[src/hw/rtl/spg_pkg.sv]
package spg_pkg;

  // input item kinds
  typedef enum logic [1:0] {
    OP_TICK     = 2'd0,
    OP_RUN      = 2'd1,
    OP_STOP     = 2'd2,
    OP_STEP_RUN = 2'd3
  } op_t;

  // commanded / applied motor status
  typedef enum logic [1:0] {
    ST_DISABLED = 2'd0,
    ST_RUNNING  = 2'd1,
    ST_FREE     = 2'd2
  } status_t;

  typedef enum logic [1:0] {
    SM_OFF  = 2'd0,
    SM_RUN  = 2'd1,
    SM_DONE = 2'd2
  } step_mode_t;

  typedef enum logic [1:0] {
    BK_IDLE  = 2'd0,
    BK_APPLY = 2'd1,
    BK_DIV   = 2'd2,
    BK_EMIT  = 2'd3
  } back_state_t;

  // configuration register indexes
  localparam logic [1:0] CFG_BASE_RATE       = 2'd0;
  localparam logic [1:0] CFG_PULSES_PER_STEP = 2'd1;
  localparam logic [1:0] CFG_HOLDOFF_TICKS   = 2'd2;

  localparam logic [15:0] BASE_RATE_RST       = 16'd10000;
  localparam logic [15:0] PULSES_PER_STEP_RST = 16'd400;
  localparam logic [15:0] HOLDOFF_TICKS_RST   = 16'd50;

  localparam int DIV_STEPS = 16;
  localparam int DIV_CNT_W = $clog2(DIV_STEPS + 1);

  localparam int IN_DATA_W  = 40;
  localparam int OUT_DATA_W = 24;

  typedef struct packed {
    op_t         op;
    logic [15:0] speed;
    logic        direction;
    logic [15:0] steps;
  } item_t;

  typedef struct packed {
    logic [15:0] base_rate;
    logic [15:0] pulses_per_step;
    logic [15:0] holdoff_ticks;
  } cfg_t;

endpackage

[src/hw/rtl/spg_front.sv]
module spg_front import spg_pkg::*; (
  input  logic                  clk,
  input  logic                  rst_n,
  input  logic                  in_tvalid,
  output logic                  in_tready,
  input  logic [IN_DATA_W-1:0]  in_tdata,  // speed[15:0], direction[16], steps[32:17]
  input  logic [1:0]            in_tuser,  // operation[1:0]
  output logic                  q_valid,
  output item_t                 q_item,
  input  logic                  q_pop
);

  localparam int DEPTH = 2;
  localparam logic [1:0] DEPTH_CNT = 2'(DEPTH);

  item_t       q_r [DEPTH];
  logic        wr_ptr_r;
  logic        rd_ptr_r;
  logic [1:0]  count_r;
  logic        push;
  item_t       new_item;

  assign in_tready = (count_r != DEPTH_CNT);
  assign push      = in_tvalid && in_tready;
  assign q_valid   = (count_r != 2'd0);
  assign q_item    = q_r[rd_ptr_r];

  // decode the transaction into an item, only step-run keeps the step target
  always_comb begin
    new_item.op        = op_t'(in_tuser);
    new_item.speed     = in_tdata[15:0];
    new_item.direction = in_tdata[16];
    new_item.steps     = (op_t'(in_tuser) == OP_STEP_RUN) ? in_tdata[32:17] : 16'd0;
  end

  always_ff @(posedge clk) begin
    if (!rst_n) begin
      wr_ptr_r <= 1'b0;
      rd_ptr_r <= 1'b0;
      count_r  <= 2'd0;
    end else begin
      if (push) wr_ptr_r <= wr_ptr_r + 1'b1;
      if (q_pop) rd_ptr_r <= rd_ptr_r + 1'b1;
      if (push && !q_pop) count_r <= count_r + 2'd1;
      else if (!push && q_pop) count_r <= count_r - 2'd1;
    end
  end

  always_ff @(posedge clk) begin
    if (push) q_r[wr_ptr_r] <= new_item;
  end

  a_count_bound: assert property (@(posedge clk) disable iff (!rst_n)
    count_r <= DEPTH_CNT) else $error("queue count beyond depth");

  a_pop_nonempty: assert property (@(posedge clk) disable iff (!rst_n)
    q_pop |-> (count_r != 2'd0)) else $error("pop from empty queue");

  a_push_grows: assert property (@(posedge clk) disable iff (!rst_n)
    (push && !q_pop) |=> (count_r == $past(count_r) + 2'd1))
    else $error("queue count did not grow on push");

endmodule

[src/hw/rtl/spg_div.sv]
module spg_div import spg_pkg::*; (
  input  logic        clk,
  input  logic        rst_n,
  input  logic        start,
  input  logic [15:0] dividend,
  input  logic [15:0] divisor,
  output logic        busy,
  output logic        done,
  output logic [15:0] quotient
);

  logic [DIV_CNT_W-1:0] cnt_r;
  logic                 done_r;
  logic [15:0]          rem_r;
  logic [15:0]          quo_r;
  logic [15:0]          div_r;
  logic [16:0]          shifted;
  logic [16:0]          diff;
  logic                 ge;

  // one quotient bit per cycle, restoring
  assign shifted = {rem_r, quo_r[15]};
  assign diff    = shifted - {1'b0, div_r};
  assign ge      = (shifted >= {1'b0, div_r});

  assign busy     = (cnt_r != '0);
  assign done     = done_r;
  assign quotient = quo_r;

  always_ff @(posedge clk) begin
    if (!rst_n) begin
      cnt_r  <= '0;
      done_r <= 1'b0;
    end else begin
      done_r <= busy && (cnt_r == DIV_CNT_W'(1));
      if (start) cnt_r <= DIV_CNT_W'(DIV_STEPS);
      else if (busy) cnt_r <= cnt_r - DIV_CNT_W'(1);
    end
  end

  always_ff @(posedge clk) begin
    if (start) begin
      rem_r <= 16'd0;
      quo_r <= dividend;
      div_r <= divisor;
    end else if (busy) begin
      rem_r <= ge ? diff[15:0] : shifted[15:0];
      quo_r <= {quo_r[14:0], ge};
    end
  end

endmodule

[src/hw/rtl/spg_back.sv]
module spg_back import spg_pkg::*; #(
  parameter int COUNT_WIDTH = 16
) (
  input  logic                   clk,
  input  logic                   rst_n,
  input  cfg_t                   cfg,
  input  logic                   q_valid,
  input  item_t                  q_item,
  output logic                   q_pop,
  output logic                   out_tvalid,
  input  logic                   out_tready,
  output logic [OUT_DATA_W-1:0]  out_tdata
);

  localparam int CW   = COUNT_WIDTH;
  localparam int CMPW = (CW > 16) ? CW : 16;

  back_state_t state_r, state_nxt;

  status_t     cmd_status_r;
  logic [15:0] cmd_speed_r;
  logic        cmd_dir_r;
  step_mode_t  step_mode_r;
  logic [15:0] step_target_r;
  status_t     app_status_r;
  logic [15:0] app_speed_r;
  logic        app_dir_r;
  step_mode_t  app_mode_r;
  logic [15:0] app_target_r;
  logic [15:0] period_r;
  logic [CW-1:0] tick_cnt_r;
  logic [CW-1:0] pulse_cnt_r;
  logic [CW-1:0] steps_done_r;
  logic [CW-1:0] holdoff_r;
  logic          pulse_r;
  logic          out_valid_r;
  logic [OUT_DATA_W-1:0] out_data_r;

  logic [15:0]   per;
  logic [15:0]   pps;
  logic [CW-1:0] tick_inc;
  logic [CW-1:0] pulse_inc;
  logic [CW-1:0] steps_inc;
  logic          fire;
  logic          step_adv;
  logic          holdoff_max;
  logic          changed;
  logic          do_apply;
  logic          step_finish;
  logic          div_start;
  logic          div_busy;
  logic          div_done;
  logic [15:0]   div_quo;
  logic          out_load;

  spg_div u_div (
    .clk      (clk),
    .rst_n    (rst_n),
    .start    (div_start),
    .dividend (cfg.base_rate),
    .divisor  (cmd_speed_r),
    .busy     (div_busy),
    .done     (div_done),
    .quotient (div_quo)
  );

  // tick arithmetic, zero period and zero pulses per step act as one
  assign per         = (period_r == 16'd0) ? 16'd1 : period_r;
  assign pps         = (cfg.pulses_per_step == 16'd0) ? 16'd1 : cfg.pulses_per_step;
  assign tick_inc    = tick_cnt_r + CW'(1);
  assign pulse_inc   = pulse_cnt_r + CW'(1);
  assign steps_inc   = steps_done_r + CW'(1);
  assign fire        = CMPW'(tick_inc) >= CMPW'(per);
  assign step_adv    = CMPW'(pulse_inc) >= CMPW'(pps);
  assign holdoff_max = &holdoff_r;

  assign changed = (cmd_status_r != app_status_r) || (cmd_speed_r != app_speed_r) ||
                   (cmd_dir_r != app_dir_r) || (step_mode_r != app_mode_r) ||
                   (step_target_r != app_target_r);
  assign do_apply    = (CMPW'(holdoff_r) > CMPW'(cfg.holdoff_ticks)) && changed;
  assign step_finish = (step_mode_r == SM_RUN) &&
                       (CMPW'(steps_done_r) >= CMPW'(step_target_r));

  always_comb begin
    state_nxt = state_r;
    unique case (state_r)
      BK_IDLE:  if (q_valid) state_nxt = BK_APPLY;
      BK_APPLY: state_nxt = (do_apply && cmd_speed_r != 16'd0) ? BK_DIV : BK_EMIT;
      BK_DIV:   if (div_done) state_nxt = BK_EMIT;
      BK_EMIT:  if (!out_valid_r || out_tready) state_nxt = BK_IDLE;
      default:  state_nxt = BK_IDLE;
    endcase
  end

  always_comb begin
    q_pop     = 1'b0;
    div_start = 1'b0;
    out_load  = 1'b0;
    unique case (state_r)
      BK_IDLE:  q_pop = q_valid;
      BK_APPLY: div_start = do_apply && (cmd_speed_r != 16'd0);
      BK_DIV:   ;
      BK_EMIT:  out_load = !out_valid_r || out_tready;
      default:  ;
    endcase
  end

  always_ff @(posedge clk) begin
    if (!rst_n) begin
      state_r       <= BK_IDLE;
      cmd_status_r  <= ST_DISABLED;
      cmd_speed_r   <= 16'd0;
      cmd_dir_r     <= 1'b0;
      step_mode_r   <= SM_OFF;
      step_target_r <= 16'd0;
      app_status_r  <= ST_DISABLED;
      app_speed_r   <= 16'd0;
      app_dir_r     <= 1'b0;
      app_mode_r    <= SM_OFF;
      app_target_r  <= 16'd0;
      period_r      <= BASE_RATE_RST;
      tick_cnt_r    <= '0;
      pulse_cnt_r   <= '0;
      steps_done_r  <= '0;
      holdoff_r     <= '0;
      pulse_r       <= 1'b0;
      out_valid_r   <= 1'b0;
    end else begin
      state_r <= state_nxt;

      if (q_pop) begin
        case (q_item.op)
          OP_TICK: begin
            if (!holdoff_max) holdoff_r <= holdoff_r + CW'(1);
            if (fire) begin
              tick_cnt_r <= '0;
              if (cmd_status_r == ST_RUNNING) begin
                pulse_r <= ~pulse_r;
                if (step_adv) begin
                  pulse_cnt_r  <= '0;
                  steps_done_r <= steps_inc;
                end else begin
                  pulse_cnt_r <= pulse_inc;
                end
              end
            end else begin
              tick_cnt_r <= tick_inc;
            end
          end
          OP_RUN: begin
            cmd_speed_r <= q_item.speed;
            if (q_item.speed != 16'd0) begin
              cmd_status_r <= ST_RUNNING;
              cmd_dir_r    <= q_item.direction;
            end else begin
              cmd_status_r <= ST_FREE;
            end
          end
          OP_STOP: cmd_status_r <= ST_DISABLED;
          default: begin
            step_mode_r   <= SM_RUN;
            step_target_r <= q_item.steps;
            cmd_status_r  <= ST_RUNNING;
            cmd_speed_r   <= q_item.speed;
            cmd_dir_r     <= q_item.direction;
            steps_done_r  <= '0;
          end
        endcase
      end

      // latch changed commanded settings once the holdoff has run out; end a finished step run
      if (state_r == BK_APPLY) begin
        if (do_apply) begin
          holdoff_r    <= '0;
          app_status_r <= cmd_status_r;
          app_speed_r  <= cmd_speed_r;
          app_dir_r    <= cmd_dir_r;
          app_mode_r   <= step_mode_r;
          app_target_r <= step_target_r;
        end
        if (step_finish) step_mode_r <= SM_DONE;
        if (step_finish || (do_apply && cmd_speed_r == 16'd0)) cmd_status_r <= ST_DISABLED;
      end

      if (div_done) period_r <= div_quo;

      if (out_load) out_valid_r <= 1'b1;
      else if (out_tready) out_valid_r <= 1'b0;
    end
  end

  always_ff @(posedge clk) begin
    if (out_load) begin
      out_data_r <= {2'b00, 16'(steps_done_r), (step_mode_r == SM_DONE),
                     (cmd_status_r == ST_RUNNING), app_status_r, app_dir_r, pulse_r};
    end
  end

  assign out_tvalid = out_valid_r;
  assign out_tdata  = out_data_r;

  a_div_active: assert property (@(posedge clk) disable iff (!rst_n)
    (state_r == BK_DIV) |-> (div_busy || div_done)) else $error("waiting on idle divider");

  a_apply_clears_holdoff: assert property (@(posedge clk) disable iff (!rst_n)
    (state_r == BK_APPLY && do_apply) |=> (holdoff_r == '0))
    else $error("holdoff not cleared on apply");

  a_pop_to_apply: assert property (@(posedge clk) disable iff (!rst_n)
    q_pop |=> (state_r == BK_APPLY)) else $error("popped item not applied");

endmodule

[src/hw/rtl/stepper_pulse_generator_top.sv]
// an input transaction is queued, then passes the back end's idle, apply and emit states into
// the output register, with a divide state after apply (serial divider, one quotient bit per
// cycle) when a command with nonzero speed applies; the back end takes one item at a time
// a 2-entry input queue takes new transactions while the back end works or the output waits
// reset: rst_n synchronous active low; motor disabled, counters zero, registers at defaults
module stepper_pulse_generator_top import spg_pkg::*; #(
  parameter int COUNT_WIDTH = 16
) (
  input  logic                  clk,
  input  logic                  rst_n,
  // configuration write port
  input  logic                  cfg_we,
  input  logic [1:0]            cfg_addr,
  input  logic [15:0]           cfg_wdata,
  // input stream
  input  logic                  in_tvalid,
  output logic                  in_tready,
  input  logic [IN_DATA_W-1:0]  in_tdata,   // speed[15:0], direction[16], steps[32:17]
  input  logic [1:0]            in_tuser,   // operation[1:0]
  // result stream
  output logic                  out_tvalid,
  input  logic                  out_tready,
  // pulse_level[0], direction_out[1], enable_state[3:2], running[4],
  // step_done[5], step_count[21:6]
  output logic [OUT_DATA_W-1:0] out_tdata
);

  cfg_t  cfg_r;
  logic  q_valid;
  item_t q_item;
  logic  q_pop;

  // configuration registers, base_rate only takes effect on the next applied nonzero-speed command
  always_ff @(posedge clk) begin
    if (!rst_n) begin
      cfg_r.base_rate       <= BASE_RATE_RST;
      cfg_r.pulses_per_step <= PULSES_PER_STEP_RST;
      cfg_r.holdoff_ticks   <= HOLDOFF_TICKS_RST;
    end else if (cfg_we) begin
      unique case (cfg_addr)
        CFG_BASE_RATE:       cfg_r.base_rate       <= cfg_wdata;
        CFG_PULSES_PER_STEP: cfg_r.pulses_per_step <= cfg_wdata;
        CFG_HOLDOFF_TICKS:   cfg_r.holdoff_ticks   <= cfg_wdata;
        default:             ;  // unmapped index, write dropped
      endcase
    end
  end

  // front end: decodes each transaction and queues it
  spg_front u_front (
    .clk       (clk),
    .rst_n     (rst_n),
    .in_tvalid (in_tvalid),
    .in_tready (in_tready),
    .in_tdata  (in_tdata),
    .in_tuser  (in_tuser),
    .q_valid   (q_valid),
    .q_item    (q_item),
    .q_pop     (q_pop)
  );

  // back end: tick counting, command apply, period divide and result register
  spg_back #(
    .COUNT_WIDTH (COUNT_WIDTH)
  ) u_back (
    .clk        (clk),
    .rst_n      (rst_n),
    .cfg        (cfg_r),
    .q_valid    (q_valid),
    .q_item     (q_item),
    .q_pop      (q_pop),
    .out_tvalid (out_tvalid),
    .out_tready (out_tready),
    .out_tdata  (out_tdata)
  );

endmodule
[config.mk]
export PLATFORM = sky130hd
export DESIGN_NAME = stepper_pulse_generator_top
export DESIGN_NICKNAME = d
export VERILOG_FILES = /design/src/hw/rtl/spg_pkg.sv /design/src/hw/rtl/spg_front.sv /design/src/hw/rtl/spg_div.sv /design/src/hw/rtl/spg_back.sv /design/src/hw/rtl/stepper_pulse_generator_top.sv
export SDC_FILE = /design/constraint.sdc
export NUM_CORES = 1
export LEC_CHECK = 0
export BUFFER_PORTS_ARGS = -buffer_cell sky130_fd_sc_hd__buf_2
export CAP_MARGIN = 20
export CORE_UTILIZATION = 66
export DETAILED_ROUTE_END_ITERATION = 10
export PLACE_DENSITY = 0.92
export REMOVE_ABC_BUFFERS = 1
export SETUP_SLACK_MARGIN = 0.5
export SYNTH_ARGS = -nofsm -noshare
export SYNTH_HDL_FRONTEND = slang
export SYNTH_SLANG_ARGS = --single-unit
[constraint.sdc]
create_clock -name clk -period 6.8 [get_ports clk]
set_clock_uncertainty 0.15 [all_clocks]
set_input_delay 0.68 -clock clk [delete_from_list [all_inputs] [get_ports clk]]
set_output_delay 0.68 -clock clk [all_outputs]
set_load 0.02 [all_outputs]
Yosys cells after proc, flatten, opt, wreduce, memory -nomap -nowiden
Memories as Yosys holds them, arrays and structs flattened. A register that Yosys moved wholly into a read port is not among the register bits.
Cells that the tools add are included.

cells by class
  magnitude comparators = 5
  div/mod/pow operators = 0
  add/subtract/negate cells = 10
  shift operators = 0
  bitwise logic cells = 5
  $mul = 0
  equal/unequal tests = 25
  mux-type cells = 46
  reductions and logical operators = 46

operators with widths
  operator                                               number
  2-to-1 mux 16 bit                                      16
  adder 16 x 1 -> 16 bit, second input constant          4
  >= comparator 16 bit                                   3
  logical NOT 16 bit                                     3
  inequality test 16 bit                                 2
  one-hot mux 16 bit (2 select lines)                    1
  nonzero test 16 bit                                    2
  2-to-1 mux 2 bit                                       13
  >= comparator 17 x 16 -> 1 bit                         1
  greater-than comparator 16 bit                         1
  AND reduction 16 bit                                   1
  subtractor 16 bit                                      1
  AND reduction 2 bit                                    7
  == test 2 bit, second input constant                   6
  inequality test 2 x 1 -> 1 bit, second input constant  6
  2-to-1 mux 1 bit                                       11
  == test 2 x 1 -> 1 bit, second input constant          5
  2-to-1 mux 5 bit                                       2
  logical AND 1 bit                                      8
  one-hot mux 2 bit (4 select lines)                     1
  nonzero test 2 bit                                     4
  logical NOT 2 bit                                      3
  logical OR 1 bit                                       6
  one-hot mux 2 bit (3 select lines)                     1
  17 further kinds                                       29

word-level totals
  bits of input ports = 65
  bits in registers = 286
  RAM bits = 70
  output and inout port bits = 26
  bits in read-only memories = 0
  bits in latches = 0
  word-level logic and storage cells = 169
  memories = 1

memories
  name         depth  width  rd ports  clocked after Yosys merged registers in  wr ports  RTL line         RTL
  u_front.q_r  2      35     1         1                                        1         spg_front.sv:16  item_t q_r [DEPTH];

Logic depth before layout (Yosys ltp)
Gate-level depths: netlist (run 1).

  depth after elaboration = 10
  gate-level depth with buffers = 18
  gate-level depth less buffers = 16

By module
A second synthesis (run 1) with hierarchy kept.

unflattened totals
  cells, all modules = 1818
  area total of the unflattened synthesis = 17760.8 um^2

modules (own cells, without submodules)
  module                       times used  cells each  area each (um^2)
  spg_back                     1           1146        9701.8
  spg_div                      1           336         3270.6
  spg_front                    1           151         2872.8
  stepper_pulse_generator_top  1           185         1915.6

Worst setup path after synthesis (run 1)
OpenSTA, ideal clock, no wires.

  path kind = flip-flop to flip-flop
  start = reg u_back.tick_cnt_r[0]
  end = reg u_back.steps_done_r[15]
  data required time = 6.518 ns
  arrival = 3.667 ns
  setup time = 0.132 ns
  cell stages (with the launch flop) = 18
  buffers on the path = 1
  setup slack = 2.851 ns
  path through = dfxtp_1 -> and3_1 -> and3_1 -> clkbuf_1 -> nand2_1 -> nor2_1 -> and4_1 -> nand3_1 -> xnor2_1 -> ha_1 -> and4_1 -> nand2_1 -> or4_1 -> a31oi_2 -> o21ai_2 -> a211oi_2 -> a31o_2 -> a21oi_1

on the way
  longest elaborated chain between the ends = 4

RTL lines
  item                                             RTL line         RTL
  from (decl)                                      spg_back.sv:31   logic [CW-1:0] tick_cnt_r;
  from (signal assigned)                           spg_back.sv:147  tick_cnt_r <= tick_inc;
  adder 16 x 1 -> 16 bit                           spg_back.sv:70   assign tick_inc = tick_cnt_r + CW'(1);
  >= comparator 16 bit                             spg_back.sv:73   assign fire = CMPW'(tick_inc) >= CMPW'(per);
  inequality test 2 x 1 -> 1 bit (no source line)  --
  AND reduction 5 bit (no source line)             --
  to (signal assigned)                             spg_back.sv:141  steps_done_r <= steps_inc;
  to (decl)                                        spg_back.sv:33   logic [CW-1:0] steps_done_r;

Every way passes these cells.
A chain may end at the register's enable or synchronous reset.

Worst setup path in the final report (run 1)
  start = reg u_back.tick_cnt_r[0]
  end = reg u_back.pulse_cnt_r[8]

on the way
  longest elaborated chain between the ends = 3

RTL lines
  item                                  RTL line         RTL
  adder 16 x 1 -> 16 bit                spg_back.sv:70
  >= comparator 16 bit                  spg_back.sv:73
  AND reduction 4 bit (no source line)  --
  to (signal assigned)                  spg_back.sv:143  pulse_cnt_r <= pulse_inc;
  to (decl)                             spg_back.sv:32   logic [CW-1:0] pulse_cnt_r;

Every way passes these cells.

==> metrics, run 1 <==
full die area 26,400 sq um; dominant cells by area after synthesis dfxtp_1 27%, edfxtp_1 22%, ha_1 7.0%; Netlist cell types 69; Final Cycle Share 75.1%; max-slew violations 0; Worst path most repeated cell nor2_1; Critical Path AT 5.41 ns; Leak slightly below 0.008 uW; DRT Pass-1 Iters 5; Psw 2170 uW; port buffer count 81; initial DRC count between 1,000 and 1,500; CP Cell Sequence ha_1, and3_1, nand3_1, nor2_1, nand3_1, nor2_1, xor2_1, ha_1, and4_1, nand2_1, or4_1, a31oi_2, nand2_1, nor2_1, nand3b_1, a21oi_1; CP Data Required Time 7.10 ns; status finished clean; first-pass GRT wire length about 64,000 microns; DP Area 17,600 sq um; Detailed Route WL 39,400 microns; Critical Path Slowest Stage Cell nor2_1; Setup violations, final 0; Post-synth top flop dfxtp_1; Antenna diodes 0; Post-CTS Hold Buffers 0; max incr delay on CP between 0.6 and 0.7 ns; Area growth syn-to-layout 11.0%; worst skew pair latency 0.54 ns; CP Class reg2reg; Num CTS Buffers 37; Worst Path Max Fanout 26; TNS Setup 0 ns; Final nets 1,950; Syn Std Cell Area between 15,000 and 20,000 sq um; Critical Path Source u_back.tick_cnt_r[0]; Final Non-Filler Cells around 2,100; Max Clk Rate 196 MHz; CTS H-Tree Depth 2; clock slew at reported path FFs ~0.060 ns; Starting Density between 60% and 70%; final estimated routing congestion in global placement ~0.87; R2R Setup Slk 1.70 ns; syn avg cell area 9.84 sq um; width of the die 163 microns; ys async rst share 0%; post-synth top area cell dfxtp_1; MaxCap Viol Count 0; via count between 10,000 and 15,000; Placed Cells 2,079; Worst setup endpoint u_back.pulse_cnt_r[8]; Ys Warns 0; die height 163 microns; Switching Fraction 32.8%; vias in the first global route 13,300; RSZ-0062 raised after global routing false; Syn Inst Count 1,729; Design Area, Final 18,900 sq um; count of clock tree sinks 357; worst-case clock buffer depth 3; TritonCTS clock tree built; Critical R2R Capture u_back.pulse_cnt_r[8]; Reg2Reg Depth 16; Vias/cell 6.19; worst vdd ir approximately 0.25 mV; Routed wire per std cell around 18 microns; Filler cells between 1,500 and 2,000; Int Power 4460 uW; Std-Cell Rows 58; post-detailed-route count of antenna-violating nets 0; relative slew slack approximately a third; minimum clock period 5.10 ns; largest net degree at the start of global routing around 90; Setup Buffers After CTS 0; Tot GR Track Use a little under a third; Yosys reg bits 357; HP Class in2reg; layout cells sized above 1 10.6%; sequential share of power approximately 43%; Pwr Density around 350 nW/um^2; final hold viol count 0; Critical Path Start Type register; clock share of power 30.8%; clock root buffer clkbuf_16; Post-synth EDFFs 124; initial antenna violation count 0; post-synthesis sequential area ratio 49.3%; FF-to-FF Start u_back.tick_cnt_r[0]; Critical Path Sink Type register; hold_sp in_tdata[12]; # IOs 91; DRC viols 0; Synth top area share roughly 27%; DP HPWL 25,800 microns; Worst Hold Depth 1; Core Box Area 25,300 sq um; combinational share of power 26.3%; CTS resizes 0; gr ovfl total 0; Slew @ Worst Pin about 1 ns
## cell usage after synthesis, drive strengths merged (14+ instances only)
library cell / n
xnor2: 43
nor2: 189
dfxtp: 233
nand3: 47
edfxtp: 124
and3: 43
inv: 99
a211oi: 52
clkbuf: 59
mux2i: 92
buf: 15
nor4: 24
mux2: 15
o211ai: 14
o21ai: 53
xor2: 53
nand4: 27
nor3: 15
nand3b: 16
nand2: 164
ha: 95
a21oi: 116
## cell type report
cell class	count	area, sq um	share of cell area (%)
multi-input cells	1198	7960	42.1
repair buffers	94	520	2.75
well taps	330	413	2.18
clock inverters	21	201	1.07
inverters	101	382	2.02
flip-flops and latches	357	8390	44.4
clock buffers	47	1040	5.48
## registers in the layout (all words and copies together), names as in the netlist, 2 cells and up, named ones only
name / cells
u_front.q_r: 70
cfg_r: 48
u_back.u_div.quotient: 16
u_back.holdoff_r: 16
u_back.app_speed_r: 16
u_back.steps_done_r: 16
u_back.app_target_r: 16
u_front.count_r: 2
u_back.u_div.rem_r: 16
u_back.cmd_status_r: 2
u_back.u_div.div_r: 16
u_back.pulse_cnt_r: 16
u_back.out_tdata: 22
u_back.period_r: 16
u_back.step_target_r: 16
u_back.step_mode_r: 2
u_back.state_r: 2
u_back.tick_cnt_r: 16
u_back.u_div.cnt_r: 5
u_back.cmd_speed_r: 16
u_back.app_status_r: 2
u_back.app_mode_r: 2
## critical path, delay by kind of cell, from the launching register on
family,cells,cell delay [ns]
adder cells (fa/ha/maj),2,0.45
XOR/XNOR,1,0.23
flip-flops,1,0.40
AO/OA/AOI/OAI,2,0.48
AND/OR/NAND/NOR,11,3.30
## layer usage
| layer | track usage, % | wire [microns] |
|---|---|---|
| met1 | 36.1 | 15400 |
| met2 | 52.7 | 19700 |
| met3 | 4.61 | 2620 |
| met4 | 15.5 | 1700 |
| met5 | 0 | 0 |
## layout by cell type, fill, tap and decap left out, types with 12 or more instances in the layout
cell,netlist,routed
mux2i_1,92,92
clkbuf_16,0,39
a21o_1,13,13
nor2b_1,13,12
a21oi_1,116,116
nand2_1,164,163
nor4_1,24,24
and3_1,43,43
nor3_1,15,15
dfxtp_1,233,232
edfxtp_1,124,124
mux2_2,15,15
nand3_1,46,46
ha_1,95,95
xor2_1,53,53
nand4_1,27,27
xnor2_1,43,43
o21ai_0,52,52
nand3b_1,16,16
inv_1,98,98
nor2_1,189,186
o211ai_1,14,14
a211oi_1,44,44
buf_2,3,82
nor3b_1,12,12
## metrics by stage
stage,worst slack [ns],hold WS (ns),utilization [%],total power (uW)
finish,1.70,0.186,74.8,6640
global route,1.24,0.179,74.8,6940
CTS,1.73,0.181,74.8,6610
detailed placement,1.74,0.292,69.9,4550
global placement,1.98,0.287,69.8,4420
floorplan,2.71,0.278,-,4070
## power groups by stage
stage | logic (uW) | clock network [uW] | registers, uW
global placement | 1570 | 0 | 2850
finish | 1740 | 2050 | 2850
detailed placement | 1670 | 0 | 2870
floorplan | 1240 | 0 | 2820
global route | 1920 | 2140 | 2870
CTS | 1720 | 2050 | 2840
## how the worst min path moves through the flow
| stage | end |
|---|---|
| floorplan | u_back.out_tdata[0] |
| global placement | u_back.out_tdata[0] |
| detailed placement | u_back.out_tdata[0] |
| CTS | u_front.q_r[0][16] |
| global route | u_front.q_r[1][29] |
| finish | u_front.q_r[1][29] |
## kinds of logic after synthesis
group	after synthesis	share of synthesized area (%)
AND/OR/NAND/NOR	596	16.7
flip-flops	357	49.3
AO/OA/AOI/OAI	301	11.4
buffers and inverters	175	4.06
multiplexers	107	6.40
adder cells (fa/ha/maj)	96	7.10
XOR/XNOR	96	4.94
other	1	0.0220
Power figures use the tool's default switching activity.
==> inputs of run 2 (changes only) <==
--- a/config.mk
+++ b/config.mk
@@ -7,9 +7,9 @@
 export LEC_CHECK = 0
 export BUFFER_PORTS_ARGS = -buffer_cell sky130_fd_sc_hd__buf_2
 export CAP_MARGIN = 20
-export CORE_UTILIZATION = 66
+export CORE_UTILIZATION = 61
 export DETAILED_ROUTE_END_ITERATION = 10
-export PLACE_DENSITY = 0.92
+export PLACE_DENSITY = 0.87
 export REMOVE_ABC_BUFFERS = 1
 export SETUP_SLACK_MARGIN = 0.5
 export SYNTH_ARGS = -nofsm -noshare
==> constraint.sdc (replaced) <==
create_clock -name clk -period 5.1 [get_ports clk]
set_clock_uncertainty 0.15 [all_clocks]
set_input_delay 0.51 -clock clk [delete_from_list [all_inputs] [get_ports clk]]
set_output_delay 0.51 -clock clk [all_outputs]
set_load 0.02 [all_outputs]
==> run 2 against run 1 <==
  * Worst setup slack worse by 0.97 ns
  * Clock power up 29%
  * Highest routed layer unchanged
  * Largest power group unchanged
  * Combinational power rose by 31%
==> metrics, run 2 (synthesis gave the netlist of run 1 again) <==
Slew @ Worst Pin 1.09 ns (+0.0897 ns); Max Clk Rate 229 MHz (+17%); initial DRC count 994 (-26%); # IOs 91 (unchanged); met1 usage 32.8% (-3.3 points); Vias/cell 5.88 (-4.9%); via count 13,000 (-2.3%); max-slew violations 0 (unchanged); Detailed Route WL 38,400 microns (-2.6%); Setup violations, final 0 (unchanged); Filler cells 1,878 (+23%); Starting Density 62.6% (-4.8 points); layout cells sized above 1 11.1% (+0.50 points); RSZ-0062 raised after global routing false; DRC viols 0 (unchanged); R2R Setup Slk 0.73 ns (-0.97 ns); post-detailed-route count of antenna-violating nets 0 (unchanged); TritonCTS clock tree built; Area growth syn-to-layout 12.5%; DP HPWL 25,400 microns (-1.5%); Reg with most FFs u_front.q_r; worst-case clock buffer depth 3 (unchanged); port buffer count 81 (unchanged); hold worst-path end u_front.q_r[0][29]; most common cell after layout, fill and taps aside dfxtp_1; final estimated routing congestion in global placement 0.874 (+0.10%); Worst path most repeated cell nand2_1; Critical R2R Capture u_back.steps_done_r[5]; status finished clean; met3 usage 4.49% (-0.12 points); worst vdd ir 0.344 mV (+36%); global routing's busiest layer met2; minimum hold slack 0.0150 ns (-0.171 ns); max FFs per register 70 (unchanged); DRT Pass-1 Iters 6 (+1); minimum clock period 4.37 ns (-0.730 ns); MaxCap Viol Count 0 (unchanged); Antenna diodes 0 (unchanged); full die area 28,600 sq um (+8.1%); relative slew slack 27.5% (-5.8 points); overall power 8730 uW (+31%); CP Cell Sequence and3_4, and3_2, nand2_1, nor2_1, and4_2, nand3_1, xnor2_1, ha_1, and4_1, nand2_1, or4_1, a31oi_4, o21ai_4, a211oi_4, buf_4, a21o_1, a21oi_1; initial antenna violation count 0 (unchanged); largest net degree at the start of global routing 85 (-6.6%); Tot GR Track Use 27.0% (-3.2 points); Worst Path Max Fanout 6 (-77%); vias in the first global route 12,800 (-3.3%); Routed wire per std cell 17.4 microns (-5.2%); Critical Path AT 4.64 ns (-0.77 ns); most frequent cells in the layout 232 x dfxtp_1, 183 x nor2_1, 163 x nand2_1; Reg2Reg Depth 17 (+1); clock root buffer clkbuf_16; Final nets 1,968 (+0.92%); Worst Hold Depth 1 (unchanged); width of the die 169 microns (+4.0%); Core Box Area 27,200 sq um (+7.6%); Leak 0.00782 uW (+0.82%); Critical Path Start Type register; first-pass GRT wire length 62,100 microns (-3.4%); met2 Use GR 47.3% (-5.4 points); count of clock tree sinks 357 (unchanged); die height 169 microns (+4.0%); CP Data Required Time 5.36 ns (-1.74 ns); CP Class reg2reg; HP Class in2reg; final hold viol count 0 (unchanged); CTS H-Tree Depth 2 (unchanged); Final Cycle Share 85.8% (+11 points); worst skew pair latency 0.55 ns (about the same); max incr delay on CP 0.61 ns (-0.02 ns); gr ovfl total 0 (unchanged); Pwr Density 456 nW/um^2 (+30%); hold_sp in_tdata[12]; FF-to-FF Start u_back.tick_cnt_r[0]; clock slew at reported path FFs 0.06 ns (about the same); Critical Path Slowest Stage Cell or4_1; Critical Path Sink Type register; TNS Setup 0 ns (unchanged); Std-Cell Rows 60 (+3.4%); Num CTS Buffers 37 (unchanged)
## run 2: changes by cell type in the layout (fill, tap and decap cells not counted), sizes merged
cell,change
clkinv,-7
inv,-1
bufinv,-2
dlygate4sd3,+15
clkinvlp,-1
clkbuf,+11
buf,+3
## run 2: how the worst max path moves through the flow
stage | startpoint | end | cells past startpoint
2_1_floorplan | u_back.tick_cnt_r[0] | u_back.pulse_cnt_r[7] | 16
3_3_place_gp | u_back.tick_cnt_r[0] | u_back.steps_done_r[15] | 16
3_5_place_dp | u_back.tick_cnt_r[0] | u_back.steps_done_r[15] | 16
4_1_cts | u_back.tick_cnt_r[0] | u_back.steps_done_r[7] | 16
5_1_grt | u_back.pulse_cnt_r[0] | u_back.pulse_cnt_r[5] | 15
6_report | u_back.tick_cnt_r[0] | u_back.steps_done_r[5] | 17
## run 2: area by class of cell
class | count | area [sq um] | share of cell area (%)
flip-flops and latches | 357 | 8390 | 43.8
well taps | 372 | 465 | 2.43
repair buffers | 112 | 677 | 3.53
clock inverters | 10 | 120 | 0.627
clock buffers | 58 | 1080 | 5.62
inverters | 101 | 382 | 1.99
multi-input cells | 1198 | 8040 | 42.0
## run 2: worst max-delay path: cells and delay by family (launching register included)
family                     cells  cell delay (ns)
and+or+nand+nor                9             2.11
AOI/OAI and AO/OA              5             0.89
DFF                            1             0.41
adders and majority gates      1             0.32
buffers and inverters          1             0.20
xor gates and xnor gates       1             0.15
## run 2: metrics by stage
step	util (%)	cell area [sq um]	worst slack, ns	instances
2_1_floorplan	-	16700	1.01	1656
3_3_place_gp	65.1	17700	0.639	2122
3_5_place_dp	65.2	17700	0.493	2124
4_1_cts	70.1	19000	0.531	2204
5_1_grt	70.5	19100	0.517	2208
6_report	70.5	19100	0.726	2208
## run 2: metal layers
metal  part of all wire (%)  vias to the layer above
li1                       -                     6271
met1                     41                     6154
met2                     49                      436
met3                    5.5                      126
met4                    4.2                        0
met5                      0                        -
## run 2: power breakdown
part           switching, uW  internal, uW
Sequential               370          3440
Combinational           1360           923
Clock                   1120          1520
Total                   2840          5880
## run 2: timing repair
| action | in CTS | in global routing |
|---|---|---|
| pin swaps | 0 | 2 |
| hold endpoints to repair | 24 | 4 |
| setup endpoints to repair | 6 | 35 |
| buffers inserted | 0 | 1 |
| hold buffers | 12 | 3 |
| gates resized for setup | 2 | 15 |
==> inputs of run 3 (changes only) <==
--- a/config.mk
+++ b/config.mk
@@ -5,13 +5,15 @@
 export SDC_FILE = /design/constraint.sdc
 export NUM_CORES = 1
 export LEC_CHECK = 0
+export ABC_AREA = 0
 export BUFFER_PORTS_ARGS = -buffer_cell sky130_fd_sc_hd__buf_2
 export CAP_MARGIN = 20
-export CORE_UTILIZATION = 61
+export CORE_UTILIZATION = 62
 export DETAILED_ROUTE_END_ITERATION = 10
-export PLACE_DENSITY = 0.87
+export PLACE_DENSITY = 0.88
 export REMOVE_ABC_BUFFERS = 1
 export SETUP_SLACK_MARGIN = 0.5
 export SYNTH_ARGS = -nofsm -noshare
 export SYNTH_HDL_FRONTEND = slang
+export SYNTH_HIERARCHICAL = 1
 export SYNTH_SLANG_ARGS = --single-unit
==> run 3 against run 2 <==
  * Die area grew 2.6%
  * Critical path depth shrank 5
  * Combinational power grew 8%
  * Sequential share of layout area shrank 1.1 points
  * Cell area grew 2.5%
  * Global-route usage grew 0.15 points
  * Via count grew 5.7%
  * Flip-flop and latch count is the same
  * Total power grew 1.4%
  * Critical path type unchanged
  * Critical endpoint is now u_back/pulse_cnt_r[10]
  * Largest power group unchanged
==> metrics, run 3 <==
Routed wire per std cell 17.4 microns (about the same); worst-case clock buffer depth 3 (unchanged); register area 8390 sq um (about the same); TNS Setup 0 ns (unchanged); initial antenna violation count 0 (unchanged); largest family of logic cells by synthesized area simple AND/OR/NAND/NOR gates; post-synth top area cell dfxtp_1; multi-input combinational cell area 8540 sq um (+6.2%); Detailed Route WL 39,600 microns (+3.1%); relative slew slack 31.1% (+3.6 points); status finished clean; Core Box Area 28,000 sq um (+3.1%); die height 171 microns (+1.3%); Final Cycle Share 81.2% (-4.6 points); mux cell area share after synthesis 6.62% (+0.21 points); compound-gate portion of the synthesized area 11.2% (-0.21 points); Adder-Cell Fraction of Synth Area 6.95% (-0.16 points); Post-synth EDFFs 124 (unchanged); count leader, synth nand2_1; worst vdd ir 0.339 mV (-1.3%); CTS H-Tree Depth 2 (unchanged); max FFs per register 70 (unchanged); Starting Density 63.4% (+0.78 points); Slew @ Worst Pin 1.03 ns (-0.0578 ns); most common cell after layout, fill and taps aside nand2_1; Setup violations, final 0 (unchanged); port buffer count 81 (unchanged); DP HPWL 26,900 microns (+5.6%); Filler cells 1,954 (+4.0%); vias in the first global route 12,900 (+0.72%); Area growth syn-to-layout 10.5%; RSZ-0062 raised after global routing false; DRT Pass-1 Iters 6 (unchanged); Placed Cells 2,203 (+3.7%); via count 13,700 (+5.7%); post-synthesis sequential area ratio 47.2% (-2.1 points); final hold viol count 0 (unchanged); Final nets 2,034 (+3.4%); Final Non-Filler Cells 2,278 (+3.2%); simple-gate area share of the yosys netlist 18.3% (+1.5 points); dominant cells by area after synthesis dfxtp_1 26%, edfxtp_1 21%, ha_1 6.8%; top cells by count, synth 245 x nand2_1, 233 x dfxtp_1, 124 x edfxtp_1; MaxCap Viol Count 0 (unchanged); HP Class in2reg; Critical Path Start Type register; final estimated routing congestion in global placement 0.875 (about the same); Netlist cell types 80 (+16%); DRC viols 0 (unchanged); largest net degree at the start of global routing 129 (+52%); CP Class reg2reg; Yosys reg bits 357 (unchanged); first-pass GRT wire length 63,600 microns (+2.5%); layout cells sized above 1 12.0% (+0.89 points); count of clock tree sinks 357 (unchanged); Reg with most FFs u_front/q_r; Syn Inst Count 1,818 (+5.1%); Num CTS Buffers 38 (+2.7%); worst skew pair latency 0.54 ns (about the same); Std-Cell Rows 61 (+1.7%); Syn Std Cell Area 17,800 sq um (+4.4%); Synth top area share 26.3% (-1.1 points); CTS resizes 0 (-2); Tot GR Track Use 27.1% (+0.15 points); Leak 0.00766 uW (-2.0%); most frequent cells in the layout 245 x nand2_1, 233 x dfxtp_1, 124 x edfxtp_1; ys async rst share 0% (unchanged); minimum clock period 4.14 ns (-0.233 ns); Pwr Density 451 nW/um^2 (-1.0%); TritonCTS clock tree built; clock root buffer clkbuf_16; Critical Path AT 4.40 ns (-0.24 ns); Post-synth top flop dfxtp_1; gr ovfl total 0 (unchanged); full die area 29,300 sq um (+2.6%); post-detailed-route count of antenna-violating nets 0 (unchanged); initial DRC count 1,515 (+52%); Worst Path Max Fanout 16 (+10); width of the die 171 microns (+1.3%); Ys Warns 6 (+6); Critical Path Sink Type register; Antenna diodes 0 (unchanged); # IOs 91 (unchanged); Max Clk Rate 242 MHz (+5.6%); syn avg cell area 9.77 sq um (-0.75%); minimum hold slack 0.0157 ns (+0.000642 ns); clock slew at reported path FFs 0.06 ns (about the same); Vias/cell 6.02 (+2.4%); max-slew violations 0 (unchanged); CP Data Required Time 5.35 ns (about the same); area share of xor/xnor cells in the synthesized design 4.93% (-0.0091 points)
run 3: worst paths after layout:
check	startpoint	to	slack (ns)	cells after the start
hold reg to reg	cfg_r[35]	cfg_r[35]	0.31	2
setup reg to reg	u_back/tick_cnt_r[0]	u_back/pulse_cnt_r[10]	0.96	12
hold / removal	in_tdata[14]	u_front/q_r[0][31]	0.02	1
setup / recovery	u_back/tick_cnt_r[0]	u_back/pulse_cnt_r[10]	0.96	12
run 3: logic make-up after synthesis:
| kind of cell | after synthesis |
|---|---|
| mux | 111 |
| simple gates | 659 |
| fa+ha+maj | 98 |
| flops | 357 |
| other cells | 1 |
| xor+xnor | 100 |
| buf+inv | 197 |
| compound gates | 295 |
run 3: timing repair:
| action | in CTS | in global routing |
|---|---|---|
| hold buffers | 6 | 0 |
| endpoints found under the hold margin | 11 | 0 |
| setup endpoints to repair | 0 | 0 |
| setup buffers | 0 | 0 |
run 3: through the flow:
stage | power, uW | util [%] | worst slack (ns) | cell area [sq um]
4_1_cts | 8830 | 70.0 | 1.08 | 19600
2_1_floorplan | 5430 | - | 0.197 | 17300
3_5_place_dp | 6130 | 65.4 | 1.11 | 18300
3_3_place_gp | 6000 | 65.4 | 1.16 | 18300
6_report | 8850 | 70.0 | 0.959 | 19600
5_1_grt | 9260 | 70.0 | 0.704 | 19600
run 3: where the power goes:
group	total [uW]	internal (uW)	switching [uW]
sequential	3700	3400	302
combinational	2460	981	1470
clock	2690	1550	1140
run 3: layer usage:
layer / share of wire (%) / wire length, microns / GRT usage, % / up-vias
met1: 42 / 16700 / 35.0 / 6503
met4: 3.7 / 1480 / 11.8 / 0
li1: - / - / - / 6522
met2: 48 / 18800 / 45.9 / 592
met3: 6.6 / 2620 / 3.43 / 105
met5: 0 / 0 / 0 / -
run 3: worst max-delay path, stage by stage (launching register included):
cell and delay, ns:
dfxtp_1 0.42, ha_1 0.30, and3_1 0.27, and3_1 0.32, nand3_1 0.16, xnor2_1 0.19
ha_1 0.32, nand3_1 0.11, a21oi_1 0.23, a211o_1 0.42, nand3_1 0.65, o21ai_0 0.35
a21boi_0 0.11
run 3: area by class of cell:
class / instances / area share [%]
clock buffers: 46 / 5.05
clock inverters: 23 / 1.21
inverters: 109 / 2.09
multi-input cells: 1265 / 43.5
flip-flops and latches: 357 / 42.8
well taps: 378 / 2.41
repair buffers: 100 / 2.97
